===== src/rtl/three_queue_burst_round_robin_assert.svh =====
// Assertion macros shared by the three-queue round-robin RTL.
// Needs clk and rst_n in scope at the point of use.
`ifndef THREE_QUEUE_BURST_ROUND_ROBIN_ASSERT_SVH
`define THREE_QUEUE_BURST_ROUND_ROBIN_ASSERT_SVH

`ifndef NO_ASSERTIONS
// Same-cycle check, clocked on clk, off while in reset.
`define TQB_ASSERT(lbl, prop, msg) \
    lbl: assert property (@(posedge clk) disable iff (!rst_n) (prop)) else $error(msg);
// Condition this cycle implies consequence next cycle.
`define TQB_ASSERT_NEXT(lbl, ante, cons, msg) \
    lbl: assert property (@(posedge clk) disable iff (!rst_n) (ante) |=> (cons)) else $error(msg);
`else
`define TQB_ASSERT(lbl, prop, msg)
`define TQB_ASSERT_NEXT(lbl, ante, cons, msg)
`endif

`endif


===== src/rtl/tqbrr_pkg.sv =====
// Package for the three-queue burst round-robin block: constants, codes, types.
// No dependencies.
`default_nettype none

package tqbrr_pkg;

    localparam int NUM_ROADS       = 3;
    localparam int QUEUE_DEPTH_DEF = 16;
    localparam int MAX_RESULTS     = 48;
    localparam int VEH_W           = 32;
    localparam int ROAD_W          = 2;
    localparam int KIND_W          = 2;
    localparam int BURST_W         = 4;
    localparam int CNT_W           = $clog2(MAX_RESULTS + 1);

    localparam logic [BURST_W-1:0] BURST_RESET = 4'd3;

    localparam logic REQ_ENQUEUE = 1'b0;
    localparam logic REQ_DRAIN   = 1'b1;

    localparam logic [KIND_W-1:0] KIND_ENQ   = 2'd0;
    localparam logic [KIND_W-1:0] KIND_REL   = 2'd1;
    localparam logic [KIND_W-1:0] KIND_EMPTY = 2'd2;

    localparam logic [ROAD_W-1:0] ROAD_NONE = 2'd3;

    typedef enum logic [2:0] {
        ST_IDLE,
        ST_ENQ_RESP,
        ST_EMPTY_RESP,
        ST_DRAIN_STEP,
        ST_DRAIN_DATA
    } state_t;

    // One result to load into the output register.
    typedef struct packed {
        logic              load;
        logic [KIND_W-1:0] kind;
        logic              accepted;
        logic [ROAD_W-1:0] from_road;
        logic              last;
    } out_load_t;

    function automatic logic [ROAD_W-1:0] road_after(input logic [ROAD_W-1:0] r);
        logic [ROAD_W-1:0] n;
        n = (r == ROAD_W'(NUM_ROADS - 1)) ? '0 : r + 1'b1;
        return n;
    endfunction

endpackage

`default_nettype wire


===== src/rtl/tqbrr_store.sv =====
// Vehicle store: one single-port RAM holding all three road FIFOs back to back.
// Uses tqbrr_pkg for the word width.
`default_nettype none

module tqbrr_store #(
    parameter int WORDS  = 48,
    parameter int ADDR_W = 6
) (
    input  wire logic                         clk,
    input  wire logic                         we,
    input  wire logic                         re,
    input  wire logic [ADDR_W-1:0]            addr,
    input  wire logic [tqbrr_pkg::VEH_W-1:0]  wdata,
    output logic      [tqbrr_pkg::VEH_W-1:0]  rdata
);

    logic [tqbrr_pkg::VEH_W-1:0] mem [WORDS];
    logic [tqbrr_pkg::VEH_W-1:0] rdata_reg;

    always_ff @(posedge clk)
    begin
        if (we)
        begin
            mem[addr] <= wdata;
        end
        if (re)
        begin
            rdata_reg <= mem[addr];
        end
    end

    assign rdata = rdata_reg;

endmodule

`default_nettype wire


===== src/rtl/tqbrr_seq.sv =====
// Sequencer: per-road head/tail/occupancy, one pointer update unit, drain loop.
// Uses tqbrr_pkg and three_queue_burst_round_robin_assert.svh.
`default_nettype none

`include "three_queue_burst_round_robin_assert.svh"

module tqbrr_seq #(
    parameter int QUEUE_DEPTH = tqbrr_pkg::QUEUE_DEPTH_DEF,
    parameter int ADDR_W      = $clog2(tqbrr_pkg::NUM_ROADS * QUEUE_DEPTH)
) (
    input  wire logic                             clk,
    input  wire logic                             rst_n,
    input  wire logic                             in_valid,
    output logic                                  in_stall,
    input  wire logic                             req_type,
    input  wire logic [tqbrr_pkg::ROAD_W-1:0]     road,
    input  wire logic [tqbrr_pkg::BURST_W-1:0]    burst_limit,
    input  wire logic                             slot_free,
    output logic                                  mem_we,
    output logic                                  mem_re,
    output logic      [ADDR_W-1:0]                mem_addr,
    output tqbrr_pkg::out_load_t                  load
);

    localparam int PTR_W = $clog2(QUEUE_DEPTH);
    localparam int OCC_W = $clog2(QUEUE_DEPTH + 1);
    localparam int TOT_W = $clog2(tqbrr_pkg::NUM_ROADS * QUEUE_DEPTH + 1);
    localparam int NR    = tqbrr_pkg::NUM_ROADS;

    tqbrr_pkg::state_t state_reg, state_next;

    logic [PTR_W-1:0] head_reg [NR];
    logic [PTR_W-1:0] head_next [NR];
    logic [PTR_W-1:0] tail_reg [NR];
    logic [PTR_W-1:0] tail_next [NR];
    logic [OCC_W-1:0] occ_reg [NR];
    logic [OCC_W-1:0] occ_next [NR];
    logic [TOT_W-1:0] total_reg, total_next;

    logic [tqbrr_pkg::ROAD_W-1:0]  cur_reg, cur_next;
    logic [tqbrr_pkg::BURST_W-1:0] served_reg, served_next;
    logic [tqbrr_pkg::CNT_W-1:0]   count_reg, count_next;
    logic                          ok_reg, ok_next;
    logic                          last_reg, last_next;

    // Shared pointer unit: one road selected per cycle
    logic [tqbrr_pkg::ROAD_W-1:0]  sel;
    logic                          sel_ok;
    logic [PTR_W-1:0]              head_sel, tail_sel, ptr_sel, ptr_inc;
    logic [OCC_W-1:0]              occ_sel;
    logic [ADDR_W-1:0]             base;
    logic [tqbrr_pkg::BURST_W-1:0] limit;
    logic                          enq_ok;

    always_comb
    begin
        sel      = (state_reg == tqbrr_pkg::ST_IDLE) ? road : cur_reg;
        sel_ok   = (sel != tqbrr_pkg::ROAD_NONE);
        head_sel = sel_ok ? head_reg[sel] : '0;
        tail_sel = sel_ok ? tail_reg[sel] : '0;
        occ_sel  = sel_ok ? occ_reg[sel] : '0;
        ptr_sel  = (state_reg == tqbrr_pkg::ST_IDLE) ? tail_sel : head_sel;
        ptr_inc  = (ptr_sel == PTR_W'(QUEUE_DEPTH - 1)) ? '0 : ptr_sel + 1'b1;
        base     = ADDR_W'(sel) * ADDR_W'(QUEUE_DEPTH);
        mem_addr = base + ADDR_W'(ptr_sel);
        limit    = (burst_limit == '0) ? tqbrr_pkg::BURST_W'(1) : burst_limit;
        enq_ok   = sel_ok && (occ_sel != OCC_W'(QUEUE_DEPTH));
    end

    assign in_stall = (state_reg != tqbrr_pkg::ST_IDLE);

    always_ff @(posedge clk or negedge rst_n)
    begin
        if (!rst_n)
        begin
            state_reg  <= tqbrr_pkg::ST_IDLE;
            total_reg  <= '0;
            cur_reg    <= '0;
            served_reg <= '0;
            count_reg  <= '0;
            ok_reg     <= 1'b0;
            last_reg   <= 1'b0;
            for (int i = 0; i < NR; i++)
            begin
                head_reg[i] <= '0;
                tail_reg[i] <= '0;
                occ_reg[i]  <= '0;
            end
        end
        else
        begin
            state_reg  <= state_next;
            total_reg  <= total_next;
            cur_reg    <= cur_next;
            served_reg <= served_next;
            count_reg  <= count_next;
            ok_reg     <= ok_next;
            last_reg   <= last_next;
            for (int i = 0; i < NR; i++)
            begin
                head_reg[i] <= head_next[i];
                tail_reg[i] <= tail_next[i];
                occ_reg[i]  <= occ_next[i];
            end
        end
    end

    always_comb
    begin
        state_next  = state_reg;
        total_next  = total_reg;
        cur_next    = cur_reg;
        served_next = served_reg;
        count_next  = count_reg;
        ok_next     = ok_reg;
        last_next   = last_reg;
        for (int i = 0; i < NR; i++)
        begin
            head_next[i] = head_reg[i];
            tail_next[i] = tail_reg[i];
            occ_next[i]  = occ_reg[i];
        end
        mem_we = 1'b0;
        mem_re = 1'b0;
        load   = '0;

        case (state_reg)
            tqbrr_pkg::ST_IDLE:
            begin
                if (in_valid)
                begin
                    if (req_type == tqbrr_pkg::REQ_ENQUEUE)
                    begin
                        ok_next = enq_ok;
                        if (enq_ok)
                        begin
                            mem_we         = 1'b1;
                            tail_next[sel] = ptr_inc;
                            occ_next[sel]  = occ_sel + 1'b1;
                            total_next     = total_reg + 1'b1;
                        end
                        state_next = tqbrr_pkg::ST_ENQ_RESP;
                    end
                    else if (total_reg == '0)
                    begin
                        state_next = tqbrr_pkg::ST_EMPTY_RESP;
                    end
                    else
                    begin
                        cur_next    = '0;
                        served_next = '0;
                        count_next  = '0;
                        state_next  = tqbrr_pkg::ST_DRAIN_STEP;
                    end
                end
            end

            tqbrr_pkg::ST_ENQ_RESP:
            begin
                if (slot_free)
                begin
                    load.load     = 1'b1;
                    load.kind     = tqbrr_pkg::KIND_ENQ;
                    load.accepted = ok_reg;
                    load.last     = 1'b1;
                    state_next    = tqbrr_pkg::ST_IDLE;
                end
            end

            tqbrr_pkg::ST_EMPTY_RESP:
            begin
                if (slot_free)
                begin
                    load.load  = 1'b1;
                    load.kind  = tqbrr_pkg::KIND_EMPTY;
                    load.last  = 1'b1;
                    state_next = tqbrr_pkg::ST_IDLE;
                end
            end

            tqbrr_pkg::ST_DRAIN_STEP:
            begin
                if ((occ_sel != '0) && (served_reg < limit))
                begin
                    mem_re         = 1'b1;
                    head_next[sel] = ptr_inc;
                    occ_next[sel]  = occ_sel - 1'b1;
                    total_next     = total_reg - 1'b1;
                    served_next    = served_reg + 1'b1;
                    count_next     = count_reg + 1'b1;
                    last_next      = (total_reg == TOT_W'(1)) ||
                                     (count_reg == tqbrr_pkg::CNT_W'(tqbrr_pkg::MAX_RESULTS - 1));
                    state_next     = tqbrr_pkg::ST_DRAIN_DATA;
                end
                else
                begin
                    // turn over: empty road or burst used up
                    cur_next    = tqbrr_pkg::road_after(cur_reg);
                    served_next = '0;
                end
            end

            tqbrr_pkg::ST_DRAIN_DATA:
            begin
                if (slot_free)
                begin
                    load.load      = 1'b1;
                    load.kind      = tqbrr_pkg::KIND_REL;
                    load.from_road = cur_reg;
                    load.last      = last_reg;
                    state_next     = last_reg ? tqbrr_pkg::ST_IDLE : tqbrr_pkg::ST_DRAIN_STEP;
                end
            end

            default:
            begin
                state_next = tqbrr_pkg::ST_IDLE;
            end
        endcase
    end

    `TQB_ASSERT(a_total_sum, total_reg == TOT_W'(occ_reg[0]) + TOT_W'(occ_reg[1]) + TOT_W'(occ_reg[2]), "total count out of step with road counts")
    `TQB_ASSERT(a_occ_bound, (occ_reg[0] <= OCC_W'(QUEUE_DEPTH)) && (occ_reg[1] <= OCC_W'(QUEUE_DEPTH)) && (occ_reg[2] <= OCC_W'(QUEUE_DEPTH)), "road occupancy above depth")
    `TQB_ASSERT(a_read_nonempty, mem_re |-> (sel_ok && (occ_sel != '0)), "read from empty road")
    `TQB_ASSERT_NEXT(a_drain_resume, (state_reg == tqbrr_pkg::ST_DRAIN_DATA) && slot_free && !last_reg, state_reg == tqbrr_pkg::ST_DRAIN_STEP, "drain did not resume after beat")

endmodule

`default_nettype wire


===== src/rtl/three_queue_burst_round_robin.sv =====
// Usage: three road FIFOs of vehicle ids, drained round robin with a burst limit.
// Input channel (in_valid/in_stall): req_type, road, vehicle. req_type 0 enqueues
//   vehicle on road; req_type 1 drains all roads, starting at road 0 every time.
// Output channel (out_valid/out_stall): one beat per result, last marks the final
//   beat of an input item. Enqueue gives one answer beat (accepted 0 when the road
//   is full or road is 3). A drain gives one beat per released vehicle, at most 48,
//   or a single empty beat when nothing is queued.
// Config: cfg_we/cfg_wdata set burst_limit (0 acts as 1); write only while idle.
// Sequence: an enqueue is accepted in idle; its answer is loaded from ST_ENQ_RESP
//   once the output register is free. A drain releases each vehicle through
//   ST_DRAIN_STEP, which updates pointers and reads the RAM, then ST_DRAIN_DATA,
//   which moves the RAM word to the output register. Each road turnover adds a pass
//   through ST_DRAIN_STEP. The single RAM port and the one pointer unit set this order.
// in_stall is high from accept until the item's last beat is in the output
//   register; the output register lets the next item be taken while that beat
//   still waits. When out_stall is high the beat holds and the sequencer waits.
// Reset: asynchronous, clears all road counts and pointers, burst_limit to 3.
//   The RAM contents are not cleared; no clearing pass is needed.
// Depends on tqbrr_pkg, tqbrr_seq, tqbrr_store.
`default_nettype none

module three_queue_burst_round_robin #(
    parameter int QUEUE_DEPTH = tqbrr_pkg::QUEUE_DEPTH_DEF
) (
    input  wire logic                                   clk,
    input  wire logic                                   rst_n,
    input  wire logic                                   cfg_we,
    input  wire logic        [tqbrr_pkg::BURST_W-1:0]   cfg_wdata,
    input  wire logic                                   in_valid,
    output logic                                        in_stall,
    input  wire logic                                   req_type,
    input  wire logic        [tqbrr_pkg::ROAD_W-1:0]    road,
    input  wire logic signed [tqbrr_pkg::VEH_W-1:0]     vehicle,
    output logic                                        out_valid,
    input  wire logic                                   out_stall,
    output logic             [tqbrr_pkg::KIND_W-1:0]    result_kind,
    output logic                                        accepted,
    output logic             [tqbrr_pkg::ROAD_W-1:0]    from_road,
    output logic signed      [tqbrr_pkg::VEH_W-1:0]     released_vehicle,
    output logic                                        last
);

    localparam int WORDS  = tqbrr_pkg::NUM_ROADS * QUEUE_DEPTH;
    localparam int ADDR_W = $clog2(WORDS);

    logic [tqbrr_pkg::BURST_W-1:0] burst_reg;

    logic                          out_valid_reg;
    logic [tqbrr_pkg::KIND_W-1:0]  kind_reg;
    logic                          accepted_reg;
    logic [tqbrr_pkg::ROAD_W-1:0]  road_reg;
    logic [tqbrr_pkg::VEH_W-1:0]   vehicle_reg;
    logic                          last_reg;

    logic                          slot_free;
    logic                          mem_we, mem_re;
    logic [ADDR_W-1:0]             mem_addr;
    logic [tqbrr_pkg::VEH_W-1:0]   mem_rdata;
    tqbrr_pkg::out_load_t          load;

    // Burst limit register
    always_ff @(posedge clk or negedge rst_n)
    begin
        if (!rst_n)
        begin
            burst_reg <= tqbrr_pkg::BURST_RESET;
        end
        else if (cfg_we)
        begin
            burst_reg <= cfg_wdata;
        end
    end

    // Output register is free when empty or its beat leaves this cycle
    assign slot_free = !out_valid_reg || !out_stall;

    tqbrr_seq #(
        .QUEUE_DEPTH (QUEUE_DEPTH),
        .ADDR_W      (ADDR_W)
    ) u_seq (
        .clk         (clk),
        .rst_n       (rst_n),
        .in_valid    (in_valid),
        .in_stall    (in_stall),
        .req_type    (req_type),
        .road        (road),
        .burst_limit (burst_reg),
        .slot_free   (slot_free),
        .mem_we      (mem_we),
        .mem_re      (mem_re),
        .mem_addr    (mem_addr),
        .load        (load)
    );

    tqbrr_store #(
        .WORDS  (WORDS),
        .ADDR_W (ADDR_W)
    ) u_store (
        .clk   (clk),
        .we    (mem_we),
        .re    (mem_re),
        .addr  (mem_addr),
        .wdata (vehicle),
        .rdata (mem_rdata)
    );

    always_ff @(posedge clk or negedge rst_n)
    begin
        if (!rst_n)
        begin
            out_valid_reg <= 1'b0;
        end
        else if (load.load)
        begin
            out_valid_reg <= 1'b1;
        end
        else if (!out_stall)
        begin
            out_valid_reg <= 1'b0;
        end
    end

    // Beat payload; the vehicle field is only nonzero on a released vehicle
    always_ff @(posedge clk)
    begin
        if (load.load)
        begin
            kind_reg     <= load.kind;
            accepted_reg <= load.accepted;
            road_reg     <= load.from_road;
            last_reg     <= load.last;
            vehicle_reg  <= (load.kind == tqbrr_pkg::KIND_REL) ? mem_rdata : '0;
        end
    end

    assign out_valid        = out_valid_reg;
    assign result_kind      = kind_reg;
    assign accepted         = accepted_reg;
    assign from_road        = road_reg;
    assign released_vehicle = vehicle_reg;
    assign last             = last_reg;

endmodule

`default_nettype wire

===== config.mk =====
export PLATFORM = sky130hd
export DESIGN_NAME = three_queue_burst_round_robin
export DESIGN_NICKNAME = d
export VERILOG_FILES = /design/src/rtl/tqbrr_pkg.sv /design/src/rtl/tqbrr_store.sv /design/src/rtl/tqbrr_seq.sv /design/src/rtl/three_queue_burst_round_robin.sv
export VERILOG_INCLUDE_DIRS = /design/src /design/src/rtl
export SDC_FILE = /design/constraint.sdc
export NUM_CORES = 2
export LEC_CHECK = 0
export BUFFER_PORTS_ARGS = -buffer_cell sky130_fd_sc_hd__buf_4
export CORE_ASPECT_RATIO = 0.9
export CORE_MARGIN = 5
export CORE_UTILIZATION = 46
export CTS_CLUSTER_DIAMETER = 30
export DETAILED_ROUTE_END_ITERATION = 6
export PLACE_DENSITY = 0.62
export SLEW_MARGIN = 20
export SYNTH_ARGS = -nofsm -noshare
export SYNTH_HDL_FRONTEND = slang
export SYNTH_HIERARCHICAL = 1
export SYNTH_SLANG_ARGS = --single-unit

===== constraint.sdc =====
create_clock -name clk -period 5.7 [get_ports clk]
set_input_delay 0.285 -clock clk [delete_from_list [all_inputs] [get_ports clk]]
set_output_delay 0.285 -clock clk [all_outputs]
set_load 0.005 [all_outputs]

==> flow_summary.ini <==
[outcome]
outcome = finished clean

[flow_run]
maxCapViolCount = 0

[critical_path]
rrSetupSlack_ns = 0.49
worstPathRequired_ns = 6.25
reg2regPathDepth = 12
crit_type = reg -> reg
crit_fanout = 24
cp-end-kind = flop
cp-start-kind = flop
crit-reg2reg-launch = u_seq/state_reg[1]$_DFFE_PN0P_
worstReg2RegEnd = u_store/mem[27][15]$_DFFE_PP_
crit_arrival_ns = 5.75

[global_route]
grt_pass1_wl_um = 274000
grt_max_degree = 74
grt_pass1_vias = 38000
antenna_found_initial = 8
grt-ovfl-total = 0
track_usage = 0.254

[sta]
slew_headroom = 0.324
tightestPinTransition_ns = 1.01
holdWs_ns = 0.0884
maxSlewViolCount = 0
rsz0062_at_grt = no
finalSetupTns_ns = 0
fmax_mhz = 192
finalHoldViolCount = 0
finalSetupViolations = 0
setup_ws_ns = 0.493
fin_crit_ns = 5.21
fin_worst_skew_ns = 0.0559
period_share = 0.913

[floorplanning]
rows = 131
die_y_um = 367
fp.dieW_um = 407
start_util = 0.461
fp.coreArea_um2 = 141000
fp.dieArea_um2 = 149000
ios = 84

[yosys]
synthCells = 3682
synth_edf_count = 1606
synth_seq_cells = 1673
synth_ff_type = edfxtp_1
post_synth.cell_area_avg_um2 = 17.7
ys_warn_count = 6
synth_cell_types = 95
ys_seq_area_frac = 0.766
ys_async_sr_fraction = 0.0400
syn-cell-area_um2 = 65200
synth_fp_nets = 3738

[power_and_ir_drop]
pwr-share-seq = 0.435
vdd_drop_max_mv = 0.300
switching_power_mw = 6.17
power.leakage_nw = 25.5
power_density_nw_per_um2 = 391
p_clk_frac = 0.557
power_frac_comb = 0.008
p_sw_frac = 0.199
p_int_mw = 24.9

[clock_tree]
cts.path.max_buffers = 4
postCtsSetupBuffers = 0
cts_buffers = 302
root_buffer = clkbuf_16
clock_latency_ns = 0.88
htreeDepth = 5
clkSinkCount = 1673
cts_tree = yes
path_clk_slew_ns = 0.05

[finish]
drive_above_1_share = 0.246
utilization = 0.561
seq_area_um2 = 49900
fin_cells = 6127
area_growth_pct = 21.6
multiInputGateArea_um2 = 14300
nets = 4094
fillers = 10700
largest_register_ffs = 1536

[routing]
route.detailed.drc = 0
drtIter0Drc = 5331
viasPerCell = 6.36
drtAntennaViolNets = 0
wl_per_cell_um = 31.4
firstDrtPassIters = 6
vias = 39000
drt-total-wl_um = 192000

[place]
portBuffers = 83
place.gp.congestion = 0.852
pre_cts_slack_ns = 0.638
dp_hpwl_um = 110000
place_inst = 5551

[worst_hold_path]
min_path_type = in -> async
[power groups by stage]
stage	sequential, mW	clock (mW)	combinational [mW]
2_1_floorplan	13.7	0	0.0120
3_3_place_gp	13.7	0	0.220
3_5_place_dp	13.7	0	0.227
4_1_cts	13.5	17.5	0.256
5_1_grt	13.5	18.1	0.276
6_report	13.5	17.3	0.251
[cell usage in the layout, fill, tap and decap left out, types with 72 or more instances in the layout]
master	Yosys	layout
nand2_1	123	121
a221oi_1	257	257
a21oi_1	72	72
a22oi_1	138	138
mux2i_1	176	176
o21ai_0	93	93
buf_4	31	236
edfxtp_1	1606	1606
nor2_1	162	115
clkbuf_16	0	308
mux2_2	132	132
[cells by family (layout without fill, tap and decap cells)]
logic type / count (synthesis) / after routing / share of synthesized area
AO/OA/AOI/OAI: 854 / 854 / 0.100
multiplexers: 370 / 370 / 0.0693
adder cells (fa/ha/maj): 12 / 12 / 0.00230
other: 0 / 6 / 0
AND/OR/NAND/NOR: 483 / 483 / 0.0380
buffers and inverters: 277 / 854 / 0.0228
flip-flops: 1673 / 1673 / 0.766
XOR/XNOR: 13 / 13 / 0.00175
[layout make-up]
cell class / instances / area share
multi-input combinational: 1732 / 0.180
inverter: 19 / 0.00103
tap: 1862 / 0.0294
clock inverter: 184 / 0.0250
timing repair buffer: 310 / 0.0354
antenna: 6 / 0.000189
clock buffer: 341 / 0.0992
sequential: 1673 / 0.630
[layer usage]
metal,global-route usage,vias up,share of wire
li1,-,16000,-
met1,0.362,20300,0.40
met2,0.379,2297,0.45
met3,0.0586,420,0.10
met4,0.104,0,0.043
met5,0,-,0
[timing repair]
| action | in CTS | in global routing |
|---|---|---|
| resized for setup | 0 | 0 |
| hold buffers | 45 | 0 |
| hold endpoints to repair | 1618 | 0 |
[cell usage after synthesis (all sizes together), types with 13 or more instances]
library cell / instances / share of area
nand2: 123 / 0.0071
dfrtp: 65 / 0.025
a221o: 24 / 0.0037
nand3: 33 / 0.0025
a31oi: 20 / 0.0019
o221ai: 24 / 0.0032
mux2: 143 / 0.025
a21oi: 75 / 0.0059
o22a: 26 / 0.0035
inv: 17 / 0.0010
nor3: 18 / 0.0019
buf: 179 / 0.017
mux2i: 177 / 0.027
a22oi: 138 / 0.016
a221oi: 261 / 0.036
o21ai: 95 / 0.0074
and3b: 36 / 0.0055
nor2b: 16 / 0.0015
clkbuf: 79 / 0.0046
mux4: 50 / 0.017
nand4: 23 / 0.0022
nor2: 163 / 0.0094
a22o: 13 / 0.0017
o211ai: 25 / 0.0029
nand2b: 18 / 0.0017
o2bb2ai: 19 / 0.0026
edfxtp: 1606 / 0.74
and2: 15 / 0.0015
o22ai: 64 / 0.0061
[worst max-delay path: stages (launching register included)]
cell,delay [ns]
dfrtp_1,0.59
o31a_1,0.39
a21oi_2,0.24
clkinv_2,0.22
a21oi_1,0.28
nor2_1,0.14
ha_1,0.22
a21boi_1,0.13
o2111a_2,0.24
a221oi_4,0.76
nand2_1,0.70
nor2_4,0.62
buf_12,0.31
[how the worst max path moves through the flow]
stage	start	endpoint	slack [ns]
5_1_grt	u_seq/state_reg[0]$_DFFE_PN0P_	u_store/mem[27][28]$_DFFE_PP_	0.36
4_1_cts	u_seq/state_reg[1]$_DFFE_PN0P_	u_store/mem[27][28]$_DFFE_PP_	0.62
6_report	u_seq/state_reg[1]$_DFFE_PN0P_	u_store/mem[27][15]$_DFFE_PP_	0.49
3_3_place_gp	u_seq/state_reg[1]$_DFFE_PN0P_	u_store/mem[27][17]$_DFFE_PP_	0.73
3_5_place_dp	u_seq/state_reg[1]$_DFFE_PN0P_	u_store/mem[27][6]$_DFFE_PP_	0.64
2_1_floorplan	u_seq/state_reg[2]$_DFFE_PN0P_	u_store/mem[18][0]$_DFFE_PP_	0.02
[per-stage QoR]
stage / power [mW] / instance area, um^2
global placement: 13.9 / 69000
detailed placement: 13.9 / 69000
finish: 31.0 / 79300
floorplan: 13.7 / 65200
global route: 31.9 / 79300
CTS: 31.2 / 79200
No activity file was read; power rests on OpenSTA's default activity.
